--- src/rtl/c3t_pkg.sv ---
// ----------------------------------------------------------------------------
// c3t_pkg
// Shared widths, constants and the queue word of the 3x3 Cramer solver.
// ----------------------------------------------------------------------------
package c3t_pkg;

    localparam int ELEM_W      = 16;
    localparam int FRAC_BITS   = 8;
    localparam int OUT_FRAC    = 16;
    localparam int DET_W       = 3 * ELEM_W + 1;
    localparam int MAG_W       = DET_W - 1;
    localparam int OUT_W       = 32;
    localparam int SHIFT_W     = 6;
    localparam logic [SHIFT_W-1:0] SHIFT_RESET = 6'd40;
    localparam int IN_DATA_W   = 12 * ELEM_W;
    localparam int OUT_DATA_W  = ((3 * OUT_W + DET_W + 7) / 8) * 8;

    typedef struct packed {
        logic signed [DET_W-1:0] num2;
        logic signed [DET_W-1:0] num1;
        logic signed [DET_W-1:0] num0;
        logic signed [DET_W-1:0] det;
        logic                    solved;
    } c3t_job_t;

endpackage

--- src/rtl/c3t_queue.sv ---
// ----------------------------------------------------------------------------
// c3t_queue
// Four-entry queue of solve jobs between the front and the divider pipeline.
// ----------------------------------------------------------------------------
module c3t_queue
(
    input  logic              clk,
    input  logic              rst_n,
    input  logic              push,
    input  c3t_pkg::c3t_job_t wr_job,
    output logic              full,
    input  logic              pop,
    output logic              not_empty,
    output c3t_pkg::c3t_job_t rd_job
);

    localparam int DEPTH = 4;
    localparam int PTR_W = $clog2(DEPTH);

    c3t_pkg::c3t_job_t mem [DEPTH];
    logic [PTR_W-1:0]  wr_ptr_reg;
    logic [PTR_W-1:0]  rd_ptr_reg;
    logic [PTR_W:0]    count_reg;

    assign full      = (count_reg == (PTR_W+1)'(DEPTH));
    assign not_empty = (count_reg != '0);
    assign rd_job    = mem[rd_ptr_reg];

    always_ff @(posedge clk or negedge rst_n)
    begin
        if (!rst_n)
        begin
            wr_ptr_reg <= '0;
            rd_ptr_reg <= '0;
            count_reg  <= '0;
        end
        else
        begin
            if (push)
                wr_ptr_reg <= wr_ptr_reg + 1'b1;
            if (pop)
                rd_ptr_reg <= rd_ptr_reg + 1'b1;
            if (push && !pop)
                count_reg <= count_reg + 1'b1;
            else if (pop && !push)
                count_reg <= count_reg - 1'b1;
        end
    end

    always_ff @(posedge clk)
    begin
        if (push)
            mem[wr_ptr_reg] <= wr_job;
    end

endmodule

--- config.mk ---
export PLATFORM = sky130hd
export DESIGN_NAME = c3t_queue
export DESIGN_NICKNAME = d
export VERILOG_FILES = /design/src/rtl/c3t_pkg.sv /design/src/rtl/c3t_queue.sv
export SDC_FILE = /design/constraint.sdc
export NUM_CORES = 1
export LEC_CHECK = 0
export ABC_CLOCK_PERIOD_IN_PS = 7030
export BUFFER_PORTS_ARGS = -buffer_cell sky130_fd_sc_hd__buf_2
export CAP_MARGIN = 20
export CORE_MARGIN = 5
export CORE_UTILIZATION = 57
export CTS_BUF_LIST = sky130_fd_sc_hd__clkbuf_16
export DETAILED_ROUTE_END_ITERATION = 8
export PLACE_DENSITY_LB_ADDON = 0.08
export SLEW_MARGIN = 20
export SYNTH_ARGS = -nofsm -noshare
export SYNTH_HDL_FRONTEND = slang
export SYNTH_SLANG_ARGS = --single-unit
--- constraint.sdc ---
create_clock -name clk -period 7.03 [get_ports clk]
set_clock_uncertainty 0.2 [all_clocks]
set_input_delay 0.703 -clock clk [delete_from_list [all_inputs] [get_ports clk]]
set_output_delay 0.703 -clock clk [all_outputs]
set_load 0.05 [all_outputs]
# Word level (Yosys, flattened, before mapping)
# Memory sizes are Yosys's and may differ from the RTL's.
# Cells that the tools add are included.
classes:
  n_addsub: 4
  eq_ne: 1
  mux: 4
  n_reduce_logical: 6
op_table:
  columns: ["op", "count"]
  rows:
  - ["$mux 3", 2]
  - ["$add 2x1->2 const B", 2]
  - ["$add 3x1->3 const B", 1]
  - ["$eq 3x3->1 const B", 1]
  - ["$reduce_bool 3->1", 1]
  - ["$sub 3x1->3 const B", 1]
  - ["$logic_and 1x1->1", 2]
  - ["$logic_not 1->1", 2]
  - ["$mux 1", 2]
  - ["$reduce_bool 2->1", 1]
totals:
  reg_bits: 7
  ramBits: 788
  input_bits: 201
  elab_cells: 19
  n_memories: 1
memory_table:
  columns: ["memory", "depth", "width", "read_ports", "rd_ports_with_merged_regs", "wr", "line", "rtl"]
  rows:
  - ["mem", 4, 197, 1, 0, 1, "c3t_queue.sv:20", "c3t_pkg::c3t_job_t mem [DEPTH];"]

# Logic depth before layout (Yosys ltp)
# Gate-level depths: netlist (run 1).
logic_depth:
  depth_word: 4
  mapped_depth: 7

# Worst setup path before layout (run 1)
# No wires, ideal clock.
synth_path:
  path_type: "input to register"
  startpoint: "input port push"
  endpoint: "memory mem[1][0] (netlist bit), enable pin"
  setup_time_ps: 581
  arrival_time_ps: 5174
  t_required_ps: 6249
  setup_slack_ps: 1075
  stages: 1
  n_path_buf: 0
  cell_sequence: "and2_1"
synth_between:
  elab_chain_cells: 2
synth_lines:
  columns: ["item", "line", "rtl"]
  rows:
  - ["start, declared", "c3t_queue.sv:9", "input logic push,"]
  - ["$mux 1", "c3t_queue.sv:52", "if (push)"]
  - ["$mux 1 (not written as such)", "c3t_queue.sv:53", "mem[wr_ptr_reg] <= wr_job;"]
  - ["end, declared", "c3t_queue.sv:20", null]
# Every way passes these cells.

==> summary.md, run 1 <==
| Metric | Value |
|---|---|
| Final WL | 56.4 mm |
| Crit-path max FO | 61 |
| Post-synthesis sequential area ratio | 82.8% |
| Data arrival, critical path | 3080 ps |
| Share of cells above drive strength 1 | 46.1% |
| Most numerous cell in the Yosys netlist | edfxtp_1 |
| Asr flop ratio synth | 0.881% |
| Gp weighted congestion | 0.738 |
| Worst slew margin | 30.7% |
| Critical-path cell list | buf_4, mux4_2, buf_2 |
| Clk root buf | clkbuf_16 |
| Worst-path clk slew | 60 ps |
| Hold crit path type | in2reg |
| Reg2reg setup slack | 4300 ps |
| First-pass GRT wire length | 84.1 mm |
| Worst r2r src | wr_ptr_reg[0] |
| PortBufs | 399 |
| Hold buffer count at CTS | 1 |
| H-tree depth | 3 |
| Starting density of the core | 57.5% |
| WP data required | 6130 ps |
| DRT Pass-1 Iters | 4 |
| Final ANT Viol Nets | 0 |
| Crit path max-delay family | flip-flops |
| Cell count after synthesis | 1,063 |
| Synth area leader | edfxtp_1 |
| Worst setup EP type | output pin |
| Crit Path Category | reg2out |
| GR Util All Layers | 20.3% |
| WHS Endpoint | mem[0][22] |
| CTS tree | done |
| Die Y | 235 um |
| CP bufs+invs | 2 |
| Final Slew Violations | 0 |
| Fill cells | 3,190 |
| Cell row count | 82 |
| Final Instance Area | 34,000 um2 |
| Post-route insts no fill | 2,254 |
| Syn Area/Cell | 27.1 um2 |
| Period Utilization, post-route | 56.7% |
| Vias | 12,739 |
| Post-Route Setup TNS | 0 ps |
| CTS max path bufs | 3 |
| R2R depth | 4 |
| Capturing point of the worst reg2reg path | mem[0][87] |
| Worst-Margin Slew | 1040 ps |
| Crit start category | flip-flop |
| Unrepaired setup endpoints after global routing | false |
| Max cap viols | 0 |
| Post-cts sizing count | 0 |
| Hold depth | 1 |
| Number of global-route vias before repair | 13,232 |
| Post-CTS setup buffers | 0 |
| Syn-to-layout area delta | 18.2% |
| Cts bufs inserted | 80 |
| Synth unique cells | 19 |
| Post-synth EDFFs | 788 |
| Top post-synthesis cells by area | edfxtp_1 82%, mux4_2 15%, dfrtp_1 0.61% |
| Placed insts | 2,105 |
| Synthesized cell area | 28,800 um2 |
| # DRC | 0 |
| PD cells | 493 nW/um2 |
| Worst-Skew Late Latency | 590 ps |
| DP Wirelength | 33.4 mm |
| Lkg Pwr | 0.0116 uW |
| Area share of the largest cell type after synthesis | 82.2% |
| Fin crit period | 3990 ps |
| FMAX | 251 MHz |
| Post-DP Area | 31,500 um2 |
| Post-synth top flop | edfxtp_1 |
| Max FFs per register | 788 |
| Total congestion overflow | 0 |
| CP peak stage delay | 1010 ps |
| I/O pin count | 400 |
| Die extent in x | 235 um |
| Largest net degree at the start of global routing | 130 |
| Initial antenna violation count | 19 |
| Outcome | complete, no violations |
| Final setup viols | 0 |
| DR WL/cell | 25.0 um |
| Critical hold path startpoint | wr_job[22] |
| Maximum vdd drop | 0.299 mV |
| Core Area | 50,100 um2 |
| Final #Nets | 1,723 |
| Post-Syn Nets | 1,270 |
| Clk sink count | 795 |
| Die area | 55,100 um2 |
| Vias/cell | 5.65 |
| Synth top cells by count | 788 x edfxtp_1, 197 x mux4_2, 23 x buf_2 |
| Final hold vios | 0 |
| Synth Warn # | 0 |
| Initial drt markers | 940 |
| CP max stage cell | dfrtp_4 |
| Number of synthesized register bits | 795 |
## worst max path at each step
stage	from	endpoint	slack, ps	cells past startpoint
floorplan	push	mem[1][0]	1080	1
global placement	rd_ptr_reg[1]	rd_job[115]	3570	3
detailed placement	rd_ptr_reg[1]	rd_job[115]	3570	3
CTS	rd_ptr_reg[1]	rd_job[115]	2930	3
global route	rd_ptr_reg[1]	rd_job[46]	2870	3
finish	rd_ptr_reg[1]	rd_job[115]	3040	3
## report_power, final
group | switching (uW) | leakage, uW | internal [uW] | total (uW)
registers | 298 | 0.00732 | 6200 | 6500
logic | 4490 | 0.00304 | 1800 | 6290
clock network | 1640 | 0.00126 | 2370 | 4010
## logic make-up after synthesis
logic type / Yosys count / share of synthesized area (%)
buffers and inverters: 48 / 1.10
muxes: 198 / 15.4
xor gates and xnor gates: 6 / 0.183
and+or+nand+nor: 9 / 0.174
DFF: 795 / 82.8
AOI/OAI and AO/OA: 1 / 0.0174
adders and majority gates: 6 / 0.287
## cell type report
| type | count | area, um2 | share of cell area (%) |
|---|---|---|---|
| sequential | 795 | 23800 | 70.0 |
| multi-input combinational | 220 | 4650 | 13.7 |
| timing repair buffer | 415 | 2180 | 6.41 |
| clock buffer | 81 | 2030 | 5.95 |
| tap | 672 | 841 | 2.47 |
| clock inverter | 57 | 459 | 1.35 |
| antenna | 10 | 25.0 | 0.0735 |
| inverter | 4 | 15.0 | 0.0441 |
## placed cells by master (no fill, tap or decap), types with 8 or more instances in the layout
cell type,netlist,routed
edfxtp_1,788,788
buf_2,23,399
mux4_2,197,197
clkbuf_16,0,81
clkinv_1,0,19
inv_1,4,16
clkinv_2,0,13
diode_2,0,10
buf_4,1,10
bufinv_16,0,8
## worst register-to-register path, cell delays in order (launching register included)
cell and delay, ps:
dfrtp_1 430, inv_1 110, ha_1 150, and2_4 580, buf_4 800
## stage by stage
| step | utilization, % | power [uW] | worst slack (ps) | hold slack [ps] |
|---|---|---|---|---|
| global route | 68.0 | 17500 | 2870 | 78.2 |
| CTS | 67.9 | 17000 | 2930 | 70.5 |
| finish | 68.0 | 16800 | 3040 | 115 |
| global placement | 63.0 | 13000 | 3570 | 265 |
| detailed placement | 63.0 | 13000 | 3570 | 272 |
| floorplan | - | 11700 | 1080 | 207 |
## layer usage
metal | global-route usage, % | wire length (um) | vias up | part of all wire [%]
met1 | 27.9 | 22200 | 6663 | 39
li1 | - | - | 5549 | -
met5 | 0 | 149 | - | 0.26
met3 | 7.83 | 5160 | 100 | 9.1
met2 | 31.5 | 27700 | 405 | 49
met4 | 5.08 | 1190 | 22 | 2.1
No activity file was read; power rests on OpenSTA's default activity.
==> inputs of run 2 (changes only) <==
--- a/config.mk
+++ b/config.mk
@@ -5,11 +5,11 @@
 export SDC_FILE = /design/constraint.sdc
 export NUM_CORES = 1
 export LEC_CHECK = 0
-export ABC_CLOCK_PERIOD_IN_PS = 7030
+export ABC_CLOCK_PERIOD_IN_PS = 3500
 export BUFFER_PORTS_ARGS = -buffer_cell sky130_fd_sc_hd__buf_2
 export CAP_MARGIN = 20
 export CORE_MARGIN = 5
-export CORE_UTILIZATION = 57
+export CORE_UTILIZATION = 51
 export CTS_BUF_LIST = sky130_fd_sc_hd__clkbuf_16
 export DETAILED_ROUTE_END_ITERATION = 8
 export PLACE_DENSITY_LB_ADDON = 0.08
==> constraint.sdc (replaced) <==
create_clock -name clk -period 3.5 [get_ports clk]
set_clock_uncertainty 0.2 [all_clocks]
set_input_delay 0.35 -clock clk [delete_from_list [all_inputs] [get_ports clk]]
set_output_delay 0.35 -clock clk [all_outputs]
set_load 0.05 [all_outputs]
==> summary.md, run 2 (same netlist as run 1, synthesis figures left out) <==
| Metric | Value |
|---|---|
| Max cap viols | 0 (unchanged) |
| DRT Pass-1 Iters | 4 (unchanged) |
| Max FFs per register | 788 (unchanged) |
| Gp weighted congestion | 0.724 (was 0.738) |
| Worst setup EP type | output pin (unchanged) |
| PD cells | 934 nW/um2 (was 493 nW/um2) |
| Die Y | 248 um (was 235 um) |
| Total congestion overflow | 0 (unchanged) |
| Setup WS pre-CTS | 1080 ps (was 3570 ps) |
| # DRC | 0 (unchanged) |
| Vias/cell | 5.27 (was 5.65) |
| CTS max path bufs | 3 (unchanged) |
| Number of global-route vias before repair | 14,360 (was 13,232) |
| Syn-to-layout area delta | 26.3% (was 18.2%) |
| Crit-path max FO | 65 (was 61) |
| Outcome | complete, no violations (unchanged) |
| Crit start category | flip-flop (unchanged) |
| Initial antenna violation count | 5 (was 19) |
| Hold crit path type | reg2reg (was in2reg) |
| Area used by multi-input combinational logic | 4650 um2 (unchanged) |
| H-tree depth | 3 (unchanged) |
| DR WL/cell | 22.6 um (was 25.0 um) |
| PortBufs | 399 (unchanged) |
| Final hold vios | 0 (unchanged) |
| I/O pin count | 400 (unchanged) |
| Worst-Margin Slew | 790 ps (was 1040 ps) |
| Final Slew Violations | 0 (unchanged) |
| CP startpoint | rd_ptr_reg[0] (was rd_ptr_reg[1]) |
| Period Utilization, post-route | 85.5% |
| Clk sink count | 795 (unchanged) |
| Worst slew margin | 47.3% (was 30.7%) |
| CTS tree | done (unchanged) |
| Critical hold path startpoint | count_reg[2] (was wr_job[22]) |
| Cts bufs inserted | 81 (was 80) |
| GR Util All Layers | 18.7% (was 20.3%) |
| Vias | 13,463 (was 12,739) |
| Final setup viols | 0 (unchanged) |
| Worst r2r src | wr_ptr_reg[0] (unchanged) |
| Worst-Skew Late Latency | 600 ps (was 590 ps) |
| WP data required | 2950 ps (was 6130 ps) |
| Core Area | 56,200 um2 (was 50,100 um2) |
| Post-Route Setup TNS | 0 ps (unchanged) |
| FMAX | 334 MHz |
| DP Wirelength | 34.5 mm (was 33.4 mm) |
| Most frequent cells in the layout | 788 x edfxtp_1, 399 x buf_2, 201 x dlygate4sd3_1 (was 788 x edfxtp_1, 399 x buf_2, 197 x mux4_2) |
| Worst Slack Setup Final | 508 ps (was 3040 ps) |
| Unrepaired setup endpoints after global routing | false (unchanged) |
| Final ANT Viol Nets | 0 (unchanged) |
| FF+latch area | 23,800 um2 (unchanged) |
| Share of cells above drive strength 1 | 41.0% (was 46.1%) |
| Fin crit period | 2990 ps |
| Maximum vdd drop | 0.627 mV (was 0.299 mV) |
| Data arrival, critical path | 2440 ps (was 3080 ps) |
| Clk root buf | clkbuf_16 (unchanged) |
| Crit Path Category | reg2out (unchanged) |
| Largest net degree at the start of global routing | 66 (was 130) |
| Lkg Pwr | 0.0126 uW (was 0.0116 uW) |
| Fill cells | 3,824 (was 3,190) |
| Final #Nets | 1,934 (was 1,723) |
| Worst hold slack | 284 ps (was 115 ps) |
| Cell row count | 87 (was 82) |
| Die area | 61,300 um2 (was 55,100 um2) |
| Final WL | 57.7 mm (was 56.4 mm) |
| Most common cell after layout, fill and taps aside | edfxtp_1 (unchanged) |
| Worst-path clk slew | 60 ps (about the same) |
| Initial drt markers | 792 (was 940) |
| First-pass GRT wire length | 86.5 mm (was 84.1 mm) |
| Starting density of the core | 51.3% (was 57.5%) |
| Post-CTS setup buffers | 0 (unchanged) |
| Die extent in x | 248 um (was 235 um) |
| Post-cts sizing count | 0 (unchanged) |
==> run 2: changes by cell type in the layout (fill, tap and decap cells not counted), sizes merged <==
cell         before  now
dlygate4sd3       1  201
inv              16   31
buf             414  424
bufinv            8    4
clkinv           32   29
clkinvlp          5    2
clkbuf           81   83
diode            10    8
==> run 2: final timing paths <==
check	to	cells after the start	slack [ps]
max	rd_job[105]	3	510
min	count_reg[2]	1	280
max reg2reg	mem[0][85]	4	1320
min reg2reg	count_reg[2]	1	280
max in group asynchronous	rd_ptr_reg[0]	3	2220
min in group asynchronous	count_reg[2]	3	570
==> run 2: cell type report <==
type                       count  share of cell area, %
antenna                        8                 0.0550
clock buffer                  83                   5.71
clock inverter                62                   1.05
inverter                       4                 0.0413
multi-input combinational    220                   12.8
sequential                   795                   65.5
tap                          756                   2.60
timing repair buffer         625                   12.2
==> run 2: power by group <==
group	internal, uW	switching [uW]
combinational	3940	9280
clock	4570	3340
sequential	12400	437
total	20900	13000
==> run 2: metrics by stage <==
| stage | power [uW] | std cells | cell area [um2] | utilization (%) |
|---|---|---|---|---|
| after CTS | 34500 | 2545 | 36400 | 64.7 |
| final | 34000 | 2553 | 36400 | 64.8 |
| after global routing | 35400 | 2548 | 36400 | 64.7 |
| after global placement | 26300 | 2199 | 31900 | 56.8 |
| after floorplan | 23100 | 1063 | 28800 | - |
| after detailed placement | 26400 | 2199 | 31900 | 56.8 |
==> run 2: what timing repair did <==
item	in CTS	in global routing
hold buffers	201	0
hold endpoints to repair	800	0
endpoints found under the setup margin	0	0
==> run 2: worst max-delay path: stages (launching register included) <==
cell and delay, ps:
dfrtp_4 490, buf_12 450, mux4_2 620, buf_2 240
==> run 2: routing by layer <==
layer	vias up	global-route usage, %	share of wire [%]
li1	5976	-	-
met3	92	5.94	7.5
met1	7028	25.4	40
met5	-	0	0
met2	367	30.0	50
met4	0	5.29	2.4
==> inputs of run 3 (changes only) <==
--- a/config.mk
+++ b/config.mk
@@ -8,12 +8,16 @@
 export ABC_CLOCK_PERIOD_IN_PS = 3500
 export BUFFER_PORTS_ARGS = -buffer_cell sky130_fd_sc_hd__buf_2
 export CAP_MARGIN = 20
+export CELL_PAD_IN_SITES_DETAIL_PLACEMENT = 0
+export CELL_PAD_IN_SITES_GLOBAL_PLACEMENT = 1
 export CORE_MARGIN = 5
-export CORE_UTILIZATION = 51
+export CORE_UTILIZATION = 46
 export CTS_BUF_LIST = sky130_fd_sc_hd__clkbuf_16
 export DETAILED_ROUTE_END_ITERATION = 8
+export GPL_ROUTABILITY_DRIVEN = 0
 export PLACE_DENSITY_LB_ADDON = 0.08
 export SLEW_MARGIN = 20
 export SYNTH_ARGS = -nofsm -noshare
 export SYNTH_HDL_FRONTEND = slang
 export SYNTH_SLANG_ARGS = --single-unit
+export TNS_END_PERCENT = 5
==> summary.md, run 3 (same netlist as run 1, synthesis figures left out) <==
| Metric | Value |
|---|---|
| Initial antenna violation count | 7 (was 5) |
| Worst-Skew Late Latency | 590 ps (was 600 ps) |
| Clk sink count | 795 (unchanged) |
| FMAX | 323 MHz (was 334 MHz) |
| CTS tree | done (unchanged) |
| Die Y | 260 um (was 248 um) |
| Die area | 67,700 um2 (was 61,300 um2) |
| CP bufs+invs | 2 (unchanged) |
| Total power draw | 34,800 uW (was 34,000 uW) |
| Hold depth | 2 (was 1) |
| Fill cells | 4,526 (was 3,824) |
| Worst r2r src | wr_ptr_reg[0] (unchanged) |
| First-pass GRT wire length | 91.2 mm (was 86.5 mm) |
| Starting density of the core | 46.6% (was 51.3%) |
| Final setup viols | 0 (unchanged) |
| Area used by multi-input combinational logic | 4650 um2 (unchanged) |
| Max cap viols | 0 (unchanged) |
| Worst-path clk slew | 60 ps (about the same) |
| Largest net degree at the start of global routing | 79 (was 66) |
| Vias | 13,600 (was 13,463) |
| Core Area | 61,800 um2 (was 56,200 um2) |
| Most common cell after layout, fill and taps aside | edfxtp_1 (unchanged) |
| PD cells | 945 nW/um2 (was 934 nW/um2) |
| Total congestion overflow | 0 (unchanged) |
| Max FFs per register | 788 (unchanged) |
| DR WL/cell | 22.9 um (was 22.6 um) |
| Maximum vdd drop | 0.667 mV (was 0.627 mV) |
| Final hold vios | 0 (unchanged) |
| Reg2reg setup slack | 1300 ps (was 1320 ps) |
| WHS Endpoint | mem[3][188] (was count_reg[2]) |
| Crit-path max FO | 20 (was 65) |
| DP Wirelength | 37.7 mm (was 34.5 mm) |
| Unrepaired setup endpoints after global routing | false (unchanged) |
| I/O pin count | 400 (unchanged) |
| WP data required | 2950 ps (about the same) |
| Die extent in x | 260 um (was 248 um) |
| Period Utilization, post-route | 88.5% (was 85.5%) |
| Number of global-route vias before repair | 14,613 (was 14,360) |
| FF+latch area | 23,800 um2 (unchanged) |
| Clk root buf | clkbuf_16 (unchanged) |
| Crit Path Category | reg2out (unchanged) |
| Most frequent cells in the layout | 788 x edfxtp_1, 399 x buf_2, 201 x dlygate4sd3_1 (unchanged) |
| DRT Pass-1 Iters | 5 (was 4) |
| Worst setup EP type | output pin (unchanged) |
| Worst slew margin | 40.4% (was 47.3%) |
| CP peak stage delay | 730 ps (was 620 ps) |
| Final Slew Violations | 0 (unchanged) |
| Data arrival, critical path | 2550 ps (was 2440 ps) |
| CP max stage cell | dfrtp_4 (was mux4_2) |
| Placed insts | 2,302 (was 2,199) |
| Post-route insts no fill | 2,653 (was 2,553) |
| H-tree depth | 3 (unchanged) |
| R2R depth | 3 (was 4) |
| GR Util All Layers | 17.9% (was 18.7%) |
| Share of cells above drive strength 1 | 42.0% (was 41.0%) |
| Lkg Pwr | 0.0127 uW (was 0.0126 uW) |
| Outcome | complete, no violations (unchanged) |
| Hold crit path type | in2reg (was reg2reg) |
| Critical hold path startpoint | wr_job[188] (was count_reg[2]) |
| Vias/cell | 5.13 (was 5.27) |
| # DRC | 0 (unchanged) |
| Fin crit period | 3100 ps (was 2990 ps) |
| Syn-to-layout area delta | 28.0% (was 26.3%) |
| CTS max path bufs | 3 (unchanged) |
| PortBufs | 399 (unchanged) |
| Final #Nets | 1,957 (was 1,934) |
| Worst-Margin Slew | 894 ps (was 790 ps) |
| Crit path max-delay family | flip-flops (was buffers and inverters) |
| Critical-path cell list | buf_4, mux4_2, buf_2 (was buf_12, mux4_2, buf_2) |
| Capturing point of the worst reg2reg path | mem[3][106] (was mem[0][85]) |
| Cell row count | 91 (was 87) |
| Crit start category | flip-flop (unchanged) |
| Initial drt markers | 789 (was 792) |
| Final ANT Viol Nets | 0 (unchanged) |
| Cts bufs inserted | 82 (was 81) |
| Final WL | 60.8 mm (was 57.7 mm) |
-- run 3: what timing repair did --
action | in CTS | in global routing
gates resized for setup | 0 | 0
hold buffers | 201 | 0
setup endpoints to repair | 0 | 0
buffers inserted | 0 | 0
endpoints found under the hold margin | 800 | 0
-- run 3: per-stage QoR --
stage	cell area [um2]	hold slack (ps)	setup WS (ps)	utilization, %	TNS (ps)
after floorplan	28800	-146	-175	-	-82640
after global placement	32200	-0.165	959	52.1	0
after detailed placement	32200	-4.59	948	52.1	0
after CTS	36800	238	275	59.6	0
after global routing	36900	273	214	59.6	0
final	36900	288	403	59.6	0
-- run 3: where the power goes --
group | switching (uW) | total, uW | internal [uW]
combinational | 9340 | 13500 | 4140
sequential | 524 | 13000 | 12400
clock | 3450 | 8390 | 4940
total | 13300 | 34800 | 21500
-- run 3: worst max-delay path by stage --
stage | from | endpoint | slack, ps | cells past startpoint
finish | rd_ptr_reg[0] | rd_job[141] | 400 | 3
global route | rd_ptr_reg[0] | rd_job[141] | 210 | 3
CTS | rd_ptr_reg[0] | rd_job[141] | 270 | 3
detailed placement | rd_ptr_reg[0] | rd_job[141] | 950 | 3
global placement | rd_ptr_reg[1] | rd_job[40] | 960 | 3
floorplan | wr_ptr_reg[0] | mem[0][0] | -180 | 3
-- run 3: area by class of cell --
type,instances,share of cell area (%)
Antenna cell,6,0.0407
Sequential cell,795,64.7
Clock buffer,84,5.70
Tap cell,837,2.84
Clock inverter,60,1.40
Inverter,4,0.0407
Timing Repair Buffer,647,12.7
Multi-Input combinational cell,220,12.6
-- run 3: layer usage --
layer | wire length [um] | global-route usage (%)
met1 | 24900 | 24.3
met4 | 1380 | 5.08
met3 | 4190 | 5.10
met5 | 21 | 0
met2 | 30200 | 29.1
